File: src/rtl/core/hkd_pkg.sv
// ----------------------------------------------------------------------------
// hkd_pkg
// Shared widths, register indexes and configuration types for the heatmap
// keypoint decoder.
// ----------------------------------------------------------------------------
package hkd_pkg;

	localparam int MAX_MAP_DIM_DEF = 256;

	localparam int BOX_W      = 12;
	localparam int DIM_CFG_W  = 9;
	localparam int ASP_W      = 16;
	localparam int SAMPLE_W   = 16;
	localparam int PEAK_W     = 15;
	localparam int CFG_IDX_W  = 3;
	localparam int CFG_DATA_W = 16;

	// internal fixed point: 16 fraction bits
	localparam int FRAC_BITS = 16;
	localparam int DIV_W     = 40;
	localparam int ACC_W     = 50;

	localparam logic [CFG_IDX_W-1:0] REG_BOX_LEFT     = 3'd0;
	localparam logic [CFG_IDX_W-1:0] REG_BOX_TOP      = 3'd1;
	localparam logic [CFG_IDX_W-1:0] REG_BOX_RIGHT    = 3'd2;
	localparam logic [CFG_IDX_W-1:0] REG_BOX_BOTTOM   = 3'd3;
	localparam logic [CFG_IDX_W-1:0] REG_MAP_WIDTH    = 3'd4;
	localparam logic [CFG_IDX_W-1:0] REG_MAP_HEIGHT   = 3'd5;
	localparam logic [CFG_IDX_W-1:0] REG_ASPECT       = 3'd6;
	localparam logic [CFG_IDX_W-1:0] REG_USE_UDP      = 3'd7;

	typedef struct packed {
		logic [BOX_W-1:0] box_left;
		logic [BOX_W-1:0] box_top;
		logic [BOX_W-1:0] box_right;
		logic [BOX_W-1:0] box_bottom;
		logic [ASP_W-1:0] aspect;
		logic             use_udp;
	} box_cfg_t;

endpackage

File: src/rtl/core/hkd_front.sv
// ----------------------------------------------------------------------------
// hkd_front
// Sample intake: running maximum with its column and row, raster counters,
// and a push of the finished peak when the last sample of a map arrives.
// ----------------------------------------------------------------------------
module hkd_front import hkd_pkg::*; #(
	parameter int CW = 8
) (
	input  logic                       clk,
	input  logic                       arst_n,
	input  logic [CW:0]                eff_w,
	input  logic [CW:0]                eff_h,
	input  logic                       in_valid,
	output logic                       in_stall,
	input  logic signed [SAMPLE_W-1:0] sample_value,
	input  logic                       q_full,
	output logic                       push,
	output logic signed [SAMPLE_W-1:0] push_value,
	output logic [CW-1:0]              push_col,
	output logic [CW-1:0]              push_row
);

	logic signed [SAMPLE_W-1:0] best_q;
	logic [CW-1:0]              best_col_q;
	logic [CW-1:0]              best_row_q;
	logic [CW-1:0]              col_q;
	logic [CW-1:0]              row_q;
	logic                       acc;
	logic                       take;
	logic                       col_last;
	logic                       row_last;

	assign in_stall = q_full;
	assign acc      = in_valid && !q_full;

	// first sample of a map always wins; ties keep the earlier one
	assign take     = ((col_q == '0) && (row_q == '0)) || (sample_value > best_q);
	assign col_last = ({1'b0, col_q} + (CW+1)'(1)) >= eff_w;
	assign row_last = ({1'b0, row_q} + (CW+1)'(1)) >= eff_h;

	assign push       = acc && col_last && row_last;
	assign push_value = take ? sample_value : best_q;
	assign push_col   = take ? col_q : best_col_q;
	assign push_row   = take ? row_q : best_row_q;

	always_ff @(posedge clk or negedge arst_n) begin
		if (!arst_n) begin
			best_q     <= '0;
			best_col_q <= '0;
			best_row_q <= '0;
			col_q      <= '0;
			row_q      <= '0;
		end else if (acc) begin
			best_q     <= push_value;
			best_col_q <= push_col;
			best_row_q <= push_row;
			if (col_last) begin
				col_q <= '0;
				if (row_last) begin
					row_q <= '0;
				end else begin
					row_q <= row_q + CW'(1);
				end
			end else begin
				col_q <= col_q + CW'(1);
			end
		end
	end

endmodule

File: src/rtl/core/hkd_queue.sv
// ----------------------------------------------------------------------------
// hkd_queue
// Two-entry register queue between the sample front and the transform back.
// ----------------------------------------------------------------------------
module hkd_queue import hkd_pkg::*; #(
	parameter int W = 32
) (
	input  logic         clk,
	input  logic         arst_n,
	input  logic         push,
	input  logic [W-1:0] din,
	input  logic         pop,
	output logic [W-1:0] dout,
	output logic         empty,
	output logic         full
);

	logic [W-1:0] slot_q [2];
	logic         wp_q;
	logic         rp_q;
	logic [1:0]   cnt_q;

	assign empty = (cnt_q == 2'd0);
	assign full  = (cnt_q == 2'd2);
	assign dout  = slot_q[rp_q];

	always_ff @(posedge clk) begin
		if (push) begin
			slot_q[wp_q] <= din;
		end
	end

	always_ff @(posedge clk or negedge arst_n) begin
		if (!arst_n) begin
			wp_q  <= 1'b0;
			rp_q  <= 1'b0;
			cnt_q <= 2'd0;
		end else begin
			if (push) begin
				wp_q <= !wp_q;
			end
			if (pop) begin
				rp_q <= !rp_q;
			end
			case ({push, pop})
				2'b10:   cnt_q <= cnt_q + 2'd1;
				2'b01:   cnt_q <= cnt_q - 2'd1;
				default: cnt_q <= cnt_q;
			endcase
		end
	end

endmodule

File: src/rtl/core/hkd_div.sv
// ----------------------------------------------------------------------------
// hkd_div
// Restoring unsigned divider, one quotient bit per cycle.
// ----------------------------------------------------------------------------
module hkd_div import hkd_pkg::*; (
	input  logic             clk,
	input  logic             arst_n,
	input  logic             start,
	input  logic [DIV_W-1:0] dividend,
	input  logic [15:0]      divisor,
	output logic             done,
	output logic [DIV_W-1:0] quo
);

	localparam int CNT_W = $clog2(DIV_W);

	logic [15:0]      rem_q;
	logic [15:0]      dvs_q;
	logic [DIV_W-1:0] quo_q;
	logic [CNT_W-1:0] cnt_q;
	logic             busy_q;
	logic             done_q;
	logic [16:0]      trial;
	logic             fits;

	assign trial = {rem_q, quo_q[DIV_W-1]};
	assign fits  = trial >= {1'b0, dvs_q};
	assign done  = done_q;
	assign quo   = quo_q;

	always_ff @(posedge clk) begin
		if (start) begin
			rem_q <= '0;
			dvs_q <= divisor;
			quo_q <= dividend;
		end else if (busy_q) begin
			rem_q <= fits ? 16'(trial - {1'b0, dvs_q}) : trial[15:0];
			quo_q <= {quo_q[DIV_W-2:0], fits};
		end
	end

	always_ff @(posedge clk or negedge arst_n) begin
		if (!arst_n) begin
			busy_q <= 1'b0;
			done_q <= 1'b0;
			cnt_q  <= '0;
		end else begin
			done_q <= 1'b0;
			if (start) begin
				busy_q <= 1'b1;
				cnt_q  <= '0;
			end else if (busy_q) begin
				cnt_q <= cnt_q + CNT_W'(1);
				if (cnt_q == CNT_W'(DIV_W - 1)) begin
					busy_q <= 1'b0;
					done_q <= 1'b1;
				end
			end
		end
	end

endmodule

File: src/rtl/core/hkd_back.sv
// ----------------------------------------------------------------------------
// hkd_back
// Box transform sequencer: aspect fit, 1.25 scale, per-axis step division,
// shift-add position multiply, truncation and saturation into the output word.
// ----------------------------------------------------------------------------
module hkd_back import hkd_pkg::*; #(
	parameter int CW = 8
) (
	input  logic                       clk,
	input  logic                       arst_n,
	input  box_cfg_t                   cfg,
	input  logic [CW:0]                eff_w,
	input  logic [CW:0]                eff_h,
	input  logic                       q_empty,
	input  logic signed [SAMPLE_W-1:0] q_value,
	input  logic [CW-1:0]              q_col,
	input  logic [CW-1:0]              q_row,
	output logic                       pop,
	output logic                       out_valid,
	input  logic                       out_stall,
	output logic signed [PEAK_W-1:0]   peak_x,
	output logic signed [PEAK_W-1:0]   peak_y,
	output logic signed [SAMPLE_W-1:0] peak_score,
	output logic                       found
);

	localparam int CNT_W = $clog2(CW + 1);
	localparam int Q_W   = ACC_W - FRAC_BITS;

	localparam logic [3:0] ST_IDLE  = 4'd0;
	localparam logic [3:0] ST_CMP   = 4'd1;
	localparam logic [3:0] ST_SIZE  = 4'd2;
	localparam logic [3:0] ST_DIVH  = 4'd3;
	localparam logic [3:0] ST_SCALE = 4'd4;
	localparam logic [3:0] ST_STX   = 4'd5;
	localparam logic [3:0] ST_DIVX  = 4'd6;
	localparam logic [3:0] ST_STY   = 4'd7;
	localparam logic [3:0] ST_DIVY  = 4'd8;
	localparam logic [3:0] ST_MUL   = 4'd9;
	localparam logic [3:0] ST_SUM   = 4'd10;
	localparam logic [3:0] ST_OUT   = 4'd11;

	logic [3:0]                 state_q;
	logic signed [SAMPLE_W-1:0] val_q;
	logic [CW-1:0]              posx_q;
	logic [CW-1:0]              posy_q;
	logic                       found_q;
	logic signed [12:0]         w_q;
	logic signed [12:0]         h_q;
	logic signed [29:0]         prod_q;
	logic signed [DIV_W-1:0]    wq_q;
	logic signed [DIV_W-1:0]    hq_q;
	logic                       hneg_q;
	logic [DIV_W-1:0]           sx_mag_q;
	logic [DIV_W-1:0]           sy_mag_q;
	logic                       sx_neg_q;
	logic                       sy_neg_q;
	logic signed [ACC_W-1:0]    stx_q;
	logic signed [ACC_W-1:0]    sty_q;
	logic signed [ACC_W-1:0]    accx_q;
	logic signed [ACC_W-1:0]    accy_q;
	logic signed [ACC_W-1:0]    cx_q;
	logic signed [ACC_W-1:0]    cy_q;
	logic [CNT_W-1:0]           cnt_q;

	logic                       out_valid_q;
	logic signed [PEAK_W-1:0]   peak_x_q;
	logic signed [PEAK_W-1:0]   peak_y_q;
	logic signed [SAMPLE_W-1:0] peak_score_q;
	logic                       found_out_q;

	logic [ASP_W-1:0]           a_eff;
	logic signed [16:0]         a_s;
	logic signed [29:0]         w256;
	logic [11:0]                wabs;
	logic [DIV_W-1:0]           wq_mag;
	logic [DIV_W-1:0]           hq_mag;
	logic [DIV_W+1:0]           sx5;
	logic [DIV_W+1:0]           sy5;
	logic [CW:0]                dx;
	logic [CW:0]                dy;
	logic                       div_start;
	logic [DIV_W-1:0]           div_a;
	logic [15:0]                div_b;
	logic                       div_done;
	logic [DIV_W-1:0]           div_q;
	logic signed [ACC_W-1:0]    step;
	logic signed [ACC_W-1:0]    centre_x;
	logic signed [ACC_W-1:0]    centre_y;
	logic signed [ACC_W-1:0]    half_x;
	logic signed [ACC_W-1:0]    half_y;
	logic signed [Q_W-1:0]      qx;
	logic signed [Q_W-1:0]      qy;
	logic signed [PEAK_W-1:0]   sat_x;
	logic signed [PEAK_W-1:0]   sat_y;
	logic                       out_free;

	function automatic logic signed [Q_W-1:0] to_pixel(input logic signed [ACC_W-1:0] c);
		logic signed [ACC_W-1:0] t;
		t = c[ACC_W-1] ? c + ACC_W'((1 << FRAC_BITS) - 1) : c;
		return Q_W'(t >>> FRAC_BITS);
	endfunction

	function automatic logic signed [PEAK_W-1:0] sat_peak(input logic signed [Q_W-1:0] v);
		logic signed [Q_W-1:0] lo;
		logic signed [Q_W-1:0] hi;
		lo = -Q_W'(1 << (PEAK_W - 1));
		hi = Q_W'((1 << (PEAK_W - 1)) - 1);
		if (v < lo) begin
			return lo[PEAK_W-1:0];
		end else if (v > hi) begin
			return hi[PEAK_W-1:0];
		end
		return v[PEAK_W-1:0];
	endfunction

	assign a_eff  = (cfg.aspect == '0) ? ASP_W'(1) : cfg.aspect;
	assign a_s    = {1'b0, a_eff};
	assign w256   = {{9{w_q[12]}}, w_q, 8'b0};
	assign wabs   = 12'(w_q[12] ? -w_q : w_q);
	assign wq_mag = wq_q[DIV_W-1] ? DIV_W'(-wq_q) : DIV_W'(wq_q);
	assign hq_mag = hq_q[DIV_W-1] ? DIV_W'(-hq_q) : DIV_W'(hq_q);
	assign sx5    = {wq_mag, 2'b0} + {2'b0, wq_mag};
	assign sy5    = {hq_mag, 2'b0} + {2'b0, hq_mag};
	assign dx     = cfg.use_udp ? eff_w - (CW+1)'(1) : eff_w;
	assign dy     = cfg.use_udp ? eff_h - (CW+1)'(1) : eff_h;

	always_comb begin
		div_start = 1'b0;
		div_a     = {16'b0, sx_mag_q[DIV_W-1:16]};
		div_b     = 16'(dx);
		case (state_q)
			ST_SIZE: begin
				div_start = w256 > prod_q;
				div_a     = {4'b0, wabs, 24'b0};
				div_b     = a_eff;
			end
			ST_STX: begin
				div_start = 1'b1;
				div_a     = sx_mag_q;
				div_b     = 16'(dx);
			end
			ST_STY: begin
				div_start = 1'b1;
				div_a     = sy_mag_q;
				div_b     = 16'(dy);
			end
			default: begin
				div_start = 1'b0;
			end
		endcase
	end

	hkd_div u_div (
		.clk      (clk),
		.arst_n   (arst_n),
		.start    (div_start),
		.dividend (div_a),
		.divisor  (div_b),
		.done     (div_done),
		.quo      (div_q)
	);

	// step carries the sign of the scaled size
	assign step = ((state_q == ST_DIVX) ? sx_neg_q : sy_neg_q)
		? -$signed({{(ACC_W-DIV_W){1'b0}}, div_q})
		: $signed({{(ACC_W-DIV_W){1'b0}}, div_q});

	assign centre_x = $signed({{(ACC_W-BOX_W-16){1'b0}},
		{1'b0, cfg.box_left} + {1'b0, cfg.box_right}, 15'b0});
	assign centre_y = $signed({{(ACC_W-BOX_W-16){1'b0}},
		{1'b0, cfg.box_top} + {1'b0, cfg.box_bottom}, 15'b0});
	assign half_x = sx_neg_q
		? -$signed({{(ACC_W-DIV_W+1){1'b0}}, sx_mag_q[DIV_W-1:1]})
		: $signed({{(ACC_W-DIV_W+1){1'b0}}, sx_mag_q[DIV_W-1:1]});
	assign half_y = sy_neg_q
		? -$signed({{(ACC_W-DIV_W+1){1'b0}}, sy_mag_q[DIV_W-1:1]})
		: $signed({{(ACC_W-DIV_W+1){1'b0}}, sy_mag_q[DIV_W-1:1]});

	assign qx    = to_pixel(cx_q);
	assign qy    = to_pixel(cy_q);
	assign sat_x = sat_peak(qx);
	assign sat_y = sat_peak(qy);

	assign out_free = !out_valid_q || !out_stall;
	assign pop      = (state_q == ST_IDLE) && !q_empty;

	always_ff @(posedge clk) begin
		case (state_q)
			ST_IDLE: begin
				val_q   <= q_value;
				posx_q  <= q_col;
				posy_q  <= q_row;
				found_q <= !q_value[SAMPLE_W-1] && (q_value != '0);
				w_q     <= $signed({1'b0, cfg.box_right} - {1'b0, cfg.box_left});
				h_q     <= $signed({1'b0, cfg.box_bottom} - {1'b0, cfg.box_top});
			end
			ST_CMP: begin
				prod_q <= a_s * h_q;
			end
			ST_SIZE: begin
				if (w256 > prod_q) begin
					wq_q   <= {{11{w_q[12]}}, w_q, 16'b0};
					hneg_q <= w_q[12];
				end else if (w256 < prod_q) begin
					hq_q <= {{11{h_q[12]}}, h_q, 16'b0};
					wq_q <= {{2{prod_q[29]}}, prod_q, 8'b0};
				end else begin
					wq_q <= {{11{w_q[12]}}, w_q, 16'b0};
					hq_q <= {{11{h_q[12]}}, h_q, 16'b0};
				end
			end
			ST_DIVH: begin
				if (div_done) begin
					hq_q <= hneg_q ? -$signed(div_q) : $signed(div_q);
				end
			end
			ST_SCALE: begin
				sx_mag_q <= sx5[DIV_W+1:2];
				sy_mag_q <= sy5[DIV_W+1:2];
				sx_neg_q <= wq_q[DIV_W-1];
				sy_neg_q <= hq_q[DIV_W-1];
			end
			ST_DIVX: begin
				if (div_done) begin
					stx_q <= step;
				end
			end
			ST_DIVY: begin
				if (div_done) begin
					sty_q  <= step;
					// no peak: position is minus one
					accx_q <= found_q ? '0 : -stx_q;
					accy_q <= found_q ? '0 : -step;
				end
			end
			ST_MUL: begin
				if (posx_q[0]) begin
					accx_q <= accx_q + stx_q;
				end
				if (posy_q[0]) begin
					accy_q <= accy_q + sty_q;
				end
				stx_q  <= stx_q <<< 1;
				sty_q  <= sty_q <<< 1;
				posx_q <= posx_q >> 1;
				posy_q <= posy_q >> 1;
			end
			ST_SUM: begin
				cx_q <= accx_q + centre_x - half_x;
				cy_q <= accy_q + centre_y - half_y;
			end
			default: begin
			end
		endcase
	end

	always_ff @(posedge clk) begin
		if (state_q == ST_OUT && out_free) begin
			peak_x_q     <= sat_x;
			peak_y_q     <= sat_y;
			peak_score_q <= val_q;
			found_out_q  <= found_q;
		end
	end

	always_ff @(posedge clk or negedge arst_n) begin
		if (!arst_n) begin
			state_q     <= ST_IDLE;
			cnt_q       <= '0;
			out_valid_q <= 1'b0;
		end else begin
			if (state_q == ST_OUT && out_free) begin
				out_valid_q <= 1'b1;
			end else if (out_valid_q && !out_stall) begin
				out_valid_q <= 1'b0;
			end
			case (state_q)
				ST_IDLE: begin
					if (!q_empty) begin
						state_q <= ST_CMP;
					end
				end
				ST_CMP: begin
					state_q <= ST_SIZE;
				end
				ST_SIZE: begin
					state_q <= (w256 > prod_q) ? ST_DIVH : ST_SCALE;
				end
				ST_DIVH: begin
					if (div_done) begin
						state_q <= ST_SCALE;
					end
				end
				ST_SCALE: begin
					state_q <= ST_STX;
				end
				ST_STX: begin
					state_q <= ST_DIVX;
				end
				ST_DIVX: begin
					if (div_done) begin
						state_q <= ST_STY;
					end
				end
				ST_STY: begin
					state_q <= ST_DIVY;
				end
				ST_DIVY: begin
					if (div_done) begin
						cnt_q   <= '0;
						state_q <= found_q ? ST_MUL : ST_SUM;
					end
				end
				ST_MUL: begin
					cnt_q <= cnt_q + CNT_W'(1);
					if (cnt_q == CNT_W'(CW - 1)) begin
						state_q <= ST_SUM;
					end
				end
				ST_SUM: begin
					state_q <= ST_OUT;
				end
				ST_OUT: begin
					// hold until the output register frees up
					if (out_free) begin
						state_q <= ST_IDLE;
					end
				end
				default: begin
					state_q <= ST_IDLE;
				end
			endcase
		end
	end

	assign out_valid  = out_valid_q;
	assign peak_x     = peak_x_q;
	assign peak_y     = peak_y_q;
	assign peak_score = peak_score_q;
	assign found      = found_out_q;

endmodule

File: src/rtl/core/heatmap_keypoint_decoder.sv
// ----------------------------------------------------------------------------
// heatmap_keypoint_decoder
// Heatmap peak search with mapping of the peak back into the detection box.
//
// Input channel (in_valid / in_stall): one Q3.12 sample word per cycle, raster
// order, map_width*map_height words per keypoint map, each dimension clamped
// to 2..MAX_MAP_DIM. The front takes one word every cycle and raises in_stall
// only while the two-entry peak queue is full.
// Output channel (out_valid / out_stall): one word per map with peak_x, peak_y,
// peak_score and found. The word is held in the output register until taken;
// the sequencer keeps working on the next peak meanwhile.
// From the last sample of a map to its word the sequencer makes up to three
// passes of the shared one-bit-per-cycle divider (aspect fit, x step, y step)
// and a shift-add multiply over the position bits; the aspect-fit division
// runs only when box width*256 exceeds aspect*height, and the shift-add is
// skipped when no peak was found. Sustained: one sample per cycle while every
// map has at least as many samples as the sequencer needs per peak; shorter
// maps are throttled by in_stall. Configuration (cfg_valid / cfg_ready /
// cfg_index / cfg_data): always ready; write only while the block is idle.
// Reset clears the running peak, the raster counters, the queue and the output
// valid flag, and loads the defaults.
module heatmap_keypoint_decoder import hkd_pkg::*; #(
	parameter int MAX_MAP_DIM = MAX_MAP_DIM_DEF
) (
	input  logic                         clk,
	input  logic                         arst_n,
	input  logic                         cfg_valid,
	output logic                         cfg_ready,
	input  logic [CFG_IDX_W-1:0]         cfg_index,
	input  logic [CFG_DATA_W-1:0]        cfg_data,
	input  logic                         in_valid,
	output logic                         in_stall,
	input  logic signed [SAMPLE_W-1:0]   sample_value,
	output logic                         out_valid,
	input  logic                         out_stall,
	output logic signed [PEAK_W-1:0]     peak_x,
	output logic signed [PEAK_W-1:0]     peak_y,
	output logic signed [SAMPLE_W-1:0]   peak_score,
	output logic                         found
);

	localparam int CW  = $clog2(MAX_MAP_DIM);
	localparam int QDW = SAMPLE_W + 2 * CW;

	box_cfg_t               cfg_q;
	logic [DIM_CFG_W-1:0]   map_width_q;
	logic [DIM_CFG_W-1:0]   map_height_q;
	logic [CW:0]            eff_w;
	logic [CW:0]            eff_h;
	logic                   push;
	logic signed [SAMPLE_W-1:0] push_value;
	logic [CW-1:0]          push_col;
	logic [CW-1:0]          push_row;
	logic [QDW-1:0]         q_dout;
	logic                   q_empty;
	logic                   q_full;
	logic                   pop;

	function automatic logic [CW:0] eff_dim(input logic [DIM_CFG_W-1:0] v);
		if (v < DIM_CFG_W'(2)) begin
			return (CW+1)'(2);
		end else if (32'(v) > 32'(MAX_MAP_DIM)) begin
			return (CW+1)'(MAX_MAP_DIM);
		end
		return (CW+1)'(v);
	endfunction

	assign cfg_ready = 1'b1;
	assign eff_w     = eff_dim(map_width_q);
	assign eff_h     = eff_dim(map_height_q);

	always_ff @(posedge clk or negedge arst_n) begin
		if (!arst_n) begin
			cfg_q.box_left     <= '0;
			cfg_q.box_top      <= '0;
			cfg_q.box_right    <= BOX_W'(64);
			cfg_q.box_bottom   <= BOX_W'(64);
			cfg_q.aspect       <= ASP_W'(192);
			cfg_q.use_udp      <= 1'b0;
			map_width_q        <= DIM_CFG_W'(48);
			map_height_q       <= DIM_CFG_W'(64);
		end else if (cfg_valid) begin
			case (cfg_index)
				REG_BOX_LEFT:     cfg_q.box_left     <= cfg_data[BOX_W-1:0];
				REG_BOX_TOP:      cfg_q.box_top      <= cfg_data[BOX_W-1:0];
				REG_BOX_RIGHT:    cfg_q.box_right    <= cfg_data[BOX_W-1:0];
				REG_BOX_BOTTOM:   cfg_q.box_bottom   <= cfg_data[BOX_W-1:0];
				REG_MAP_WIDTH:    map_width_q        <= cfg_data[DIM_CFG_W-1:0];
				REG_MAP_HEIGHT:   map_height_q       <= cfg_data[DIM_CFG_W-1:0];
				REG_ASPECT:       cfg_q.aspect       <= cfg_data[ASP_W-1:0];
				REG_USE_UDP:      cfg_q.use_udp      <= cfg_data[0];
				default: begin
				end
			endcase
		end
	end

	hkd_front #(.CW(CW)) u_front (
		.clk          (clk),
		.arst_n       (arst_n),
		.eff_w        (eff_w),
		.eff_h        (eff_h),
		.in_valid     (in_valid),
		.in_stall     (in_stall),
		.sample_value (sample_value),
		.q_full       (q_full),
		.push         (push),
		.push_value   (push_value),
		.push_col     (push_col),
		.push_row     (push_row)
	);

	hkd_queue #(.W(QDW)) u_queue (
		.clk    (clk),
		.arst_n (arst_n),
		.push   (push),
		.din    ({push_value, push_col, push_row}),
		.pop    (pop),
		.dout   (q_dout),
		.empty  (q_empty),
		.full   (q_full)
	);

	hkd_back #(.CW(CW)) u_back (
		.clk        (clk),
		.arst_n     (arst_n),
		.cfg        (cfg_q),
		.eff_w      (eff_w),
		.eff_h      (eff_h),
		.q_empty    (q_empty),
		.q_value    ($signed(q_dout[QDW-1:2*CW])),
		.q_col      (q_dout[2*CW-1:CW]),
		.q_row      (q_dout[CW-1:0]),
		.pop        (pop),
		.out_valid  (out_valid),
		.out_stall  (out_stall),
		.peak_x     (peak_x),
		.peak_y     (peak_y),
		.peak_score (peak_score),
		.found      (found)
	);

endmodule

File: config.mk
export PLATFORM = sky130hd
export DESIGN_NAME = heatmap_keypoint_decoder
export DESIGN_NICKNAME = d
export VERILOG_FILES = /design/src/rtl/core/hkd_pkg.sv /design/src/rtl/core/hkd_front.sv /design/src/rtl/core/hkd_queue.sv /design/src/rtl/core/hkd_div.sv /design/src/rtl/core/hkd_back.sv /design/src/rtl/core/heatmap_keypoint_decoder.sv
export SDC_FILE = /design/constraint.sdc
export NUM_CORES = 2
export LEC_CHECK = 0
export ABC_AREA = 1
export BUFFER_PORTS_ARGS = -buffer_cell sky130_fd_sc_hd__buf_4
export CORE_ASPECT_RATIO = 0.7
export CORE_MARGIN = 5
export CORE_UTILIZATION = 45
export CTS_BUF_LIST = sky130_fd_sc_hd__clkbuf_8
export CTS_CLUSTER_DIAMETER = 100
export CTS_CLUSTER_SIZE = 14
export DETAILED_ROUTE_END_ITERATION = 8
export PLACE_DENSITY = 0.57
export SKIP_LAST_GASP = 1
export SLEW_MARGIN = 20
export SYNTH_ARGS = -nofsm -noshare
export SYNTH_HDL_FRONTEND = slang
export SYNTH_HIERARCHICAL = 1
export SYNTH_SLANG_ARGS = --single-unit
export TNS_END_PERCENT = 100
File: constraint.sdc
create_clock -name clk -period 8.9 [get_ports clk]
set_input_delay 1.335 -clock clk [delete_from_list [all_inputs] [get_ports clk]]
set_output_delay 1.335 -clock clk [all_outputs]
set_load 0.01 [all_outputs]
==> out/metrics.yaml <==
max_cap_viol_count: 0
post_route_cells_drive_above_1_share_pct: 4.88
insertion_delay_ns: 0.88
grt_max_degree: 85
ant_nets: 0
ctsHoldBuffers: 0
synth_edf_count: 703
grt_setup_unrepaired: "false"
fmax_mhz: 140
cp-start-kind: "register"
synth-adder-area-share_pct: 14.7
synth_common_cells: "nand2_1 (2266), inv_1 (1510), nor2_1 (958), edfxtp_1 (703), ha_1 (568)"
skew_ns: 0.0532
num_vias: 65426
yosysMostFrequentCell: "nand2_1"
vias_per_cell: 5.48
start_util_pct: 45.3
die_x_um: 495
synth_seq_cells: 871
finalCriticalPeriod_ns: 7.15
slowest_stage: "dfrtp_1"
dieArea_mm2: 0.173
yosysSeqAreaShare_pct: 34.0
ctsResizeCount: 0
synthXorXnorAreaFrac_pct: 5.78
required_ns: 9.52
fin_tns_setup_ns: 0
area_growth_pct: 5.76
cts-root-buf: "clkbuf_8"
synth-main-ff-cell: "edfxtp_1"
grt_pass1_wl_mm: 386
die_h_um: 350
drc: 0
yosys.area.top_type_share_pct: 28.5
setup.worst_path.class: "register to register"
arrival_ns: 7.77
cts-htree-levels: 3
yosys_warnings: 6
path_buf_inv: 3
grt_pass1_vias: 60860
postCtsSetupRepairBufs: 0
gr-total-overflow: 0
path_max_fanout: 16
muxShareOfSynthArea_pct: 0.0135
clk_pin_slew_ns: 0.11
critical-path-max-stage-delay_ns: 0.79
synth_largest_area_cell: "edfxtp_1"
antenna_found_initial: 5
max-clock-path-buffers: 3
synth_compound_area_share_pct: 12.2
cts_tree: "done"
syn_inst: 9673
outcome: "finished clean"
synth_top_family_by_area: "simple AND/OR/NAND/NOR gates"
synth.cell_area_mm2: 0.0741
yosys.cell_types.count: 77
finalCritPeriodShare_pct: 80.3
min_path_type: "register to register"
coreArea_mm2: 0.164
nNetsFinal: 10482
post-dp-hpwl_mm: 210
wire_per_inst_um: 21.6
postSynthAreaPerCell_um2: 7.66
synthTopCellsByArea: "edfxtp_1 (28%), nand2_1 (11%), ha_1 (9.6%), inv_1 (7.6%), fa_1 (5.1%)"
placed_cell_area_mm2: 0.0771
slew_headroom_pct: 26.2
critPathTopFamily: "adder cells"
postRouteWirelength_mm: 258
worst_slack_ns: 1.75
endpoint_kind: "register"
place_ws_ns: 1.82
async_flop_share_pct: 17.5
fin_area_mm2: 0.0784
cts_sinks: 871
port_buffers: 88
final-hold-violation-count: 0
cpMostUsedCell: "fa_1"
ios: 90
rows: 124
gp_congestion: 0.989
tightest_slew_ns: 1.11
dr.pass1.iters: 6
setup_viol: 0
grtUsageTotal_pct: 29.3
path_cells: "nor4_1, nand4_1, nand2_1, inv_1, nand2_1, fa_1, fa_1, inv_1, fa_1, fa_1, fa_1, fa_1, ha_1, nand2_1, inv_1, nand3_1, o21ai_0, a21oi_1, nor2_1, nor3_1, nor2_1, xor2_1"
maxSlewViolCount: 0
synthSimpleGateAreaFrac_pct: 24.1
cts_buffers: 74
drt_iter0_markers: 6947
## stage by stage
step                      hold slack (ns)  cells  utilization, %
after floorplan                     0.400   9675               -
after global placement              0.403  11813            47.1
after detailed placement            0.405  11813            47.1
after CTS                           0.423  11925            47.9
after global routing                0.441  11930            47.9
final                               0.423  11937            47.9
## worst reg2reg max path: stages, from the launching register on
cell,delay [ns]
dfrtp_1,0.79
nor4_1,0.15
nand4_1,0.11
nand2_1,0.15
inv_1,0.41
nand2_1,0.16
fa_1,0.53
fa_1,0.55
inv_1,0.05
fa_1,0.50
fa_1,0.52
fa_1,0.57
fa_1,0.43
ha_1,0.36
nand2_1,0.13
inv_1,0.10
nand3_1,0.06
o21ai_0,0.56
a21oi_1,0.28
nor2_1,0.22
nor3_1,0.07
nor2_1,0.12
xor2_1,0.07
## path summary, 6_finish.rpt
path | start | endpoint | slack, ns | cells past startpoint
max | cfg_q[5] | u_back/prod_q[29] | 1.75 | 22
min | u_back/val_q[8] | u_back/peak_score[8] | 0.42 | 0
max reg2reg | cfg_q[5] | u_back/prod_q[29] | 1.75 | 22
min reg2reg | u_back/val_q[8] | u_back/peak_score[8] | 0.42 | 0
max in group asynchronous | arst_n | cfg_q[29] | 6.75 | 2
min in group asynchronous | arst_n | u_front/best_q[7] | 0.53 | 1
## sequential cells by signal (all words and copies together) (netlist names), 30 cells and up
| signal | cells |
|---|---|
| u_back/sx_mag_q | 34 |
| u_back/cx_q | 50 |
| u_back/hq_q | 40 |
| u_back/stx_q | 50 |
| u_back/sy_mag_q | 40 |
| u_back/wq_q | 30 |
| u_back/accy_q | 50 |
| cfg_q | 65 |
| u_back/accx_q | 50 |
| u_back/cy_q | 50 |
| u_back/u_div/quo | 40 |
| u_queue/slot_q | 64 |
| u_back/sty_q | 50 |
| u_back/prod_q | 30 |
## layout by cell type, fill, tap and decap left out, types with 51 or more instances in the layout
cell type / synthesis / routed
a21oi_1: 561 / 560
a31oi_1: 66 / 65
buf_4: 10 / 138
clkbuf_8: 0 / 74
dfrtp_1: 145 / 144
edfxtp_1: 703 / 703
fa_1: 190 / 190
ha_1: 568 / 568
inv_1: 1510 / 1532
nand2_1: 2266 / 2265
nand2_2: 50 / 51
nand3_1: 468 / 468
nand4_1: 109 / 109
nor2_1: 958 / 944
nor3_1: 126 / 126
o21ai_0: 563 / 561
o21ai_1: 102 / 102
xnor2_1: 129 / 129
xor2_1: 360 / 360
## layer usage
layer,up-vias,wire [um],track usage (%)
met3,231,21600,5.87
met1,31092,127000,45.7
met2,2330,104000,41.5
met4,0,6060,6.29
li1,31773,-,-
met5,-,0,0
## logic make-up (layout without fill, tap and decap cells)
| family | count (synthesis) | in the layout |
|---|---|---|
| AOI/OAI and AO/OA | 1605 | 1605 |
| and+or+nand+nor | 4207 | 4207 |
| muxes | 1 | 1 |
| other | 2 | 16 |
| buffers and inverters | 1740 | 1785 |
| xor gates and xnor gates | 489 | 489 |
| adders and majority gates | 758 | 758 |
| DFF | 871 | 871 |
## final cells by class
| cell class | instances | area, um^2 |
|---|---|---|
| clock inverter | 38 | 255 |
| tap | 2205 | 2760 |
| multi-input combinational | 7064 | 42300 |
| sequential | 871 | 25200 |
| timing repair buffer | 139 | 1050 |
| antenna | 12 | 30.0 |
| fill | 16570 | 85100 |
| clock buffer | 74 | 1020 |
| inverter | 1534 | 5770 |
Power is not shown: default switching activity piles up to over one toggle a cycle in this logic, so the estimate is an artifact.
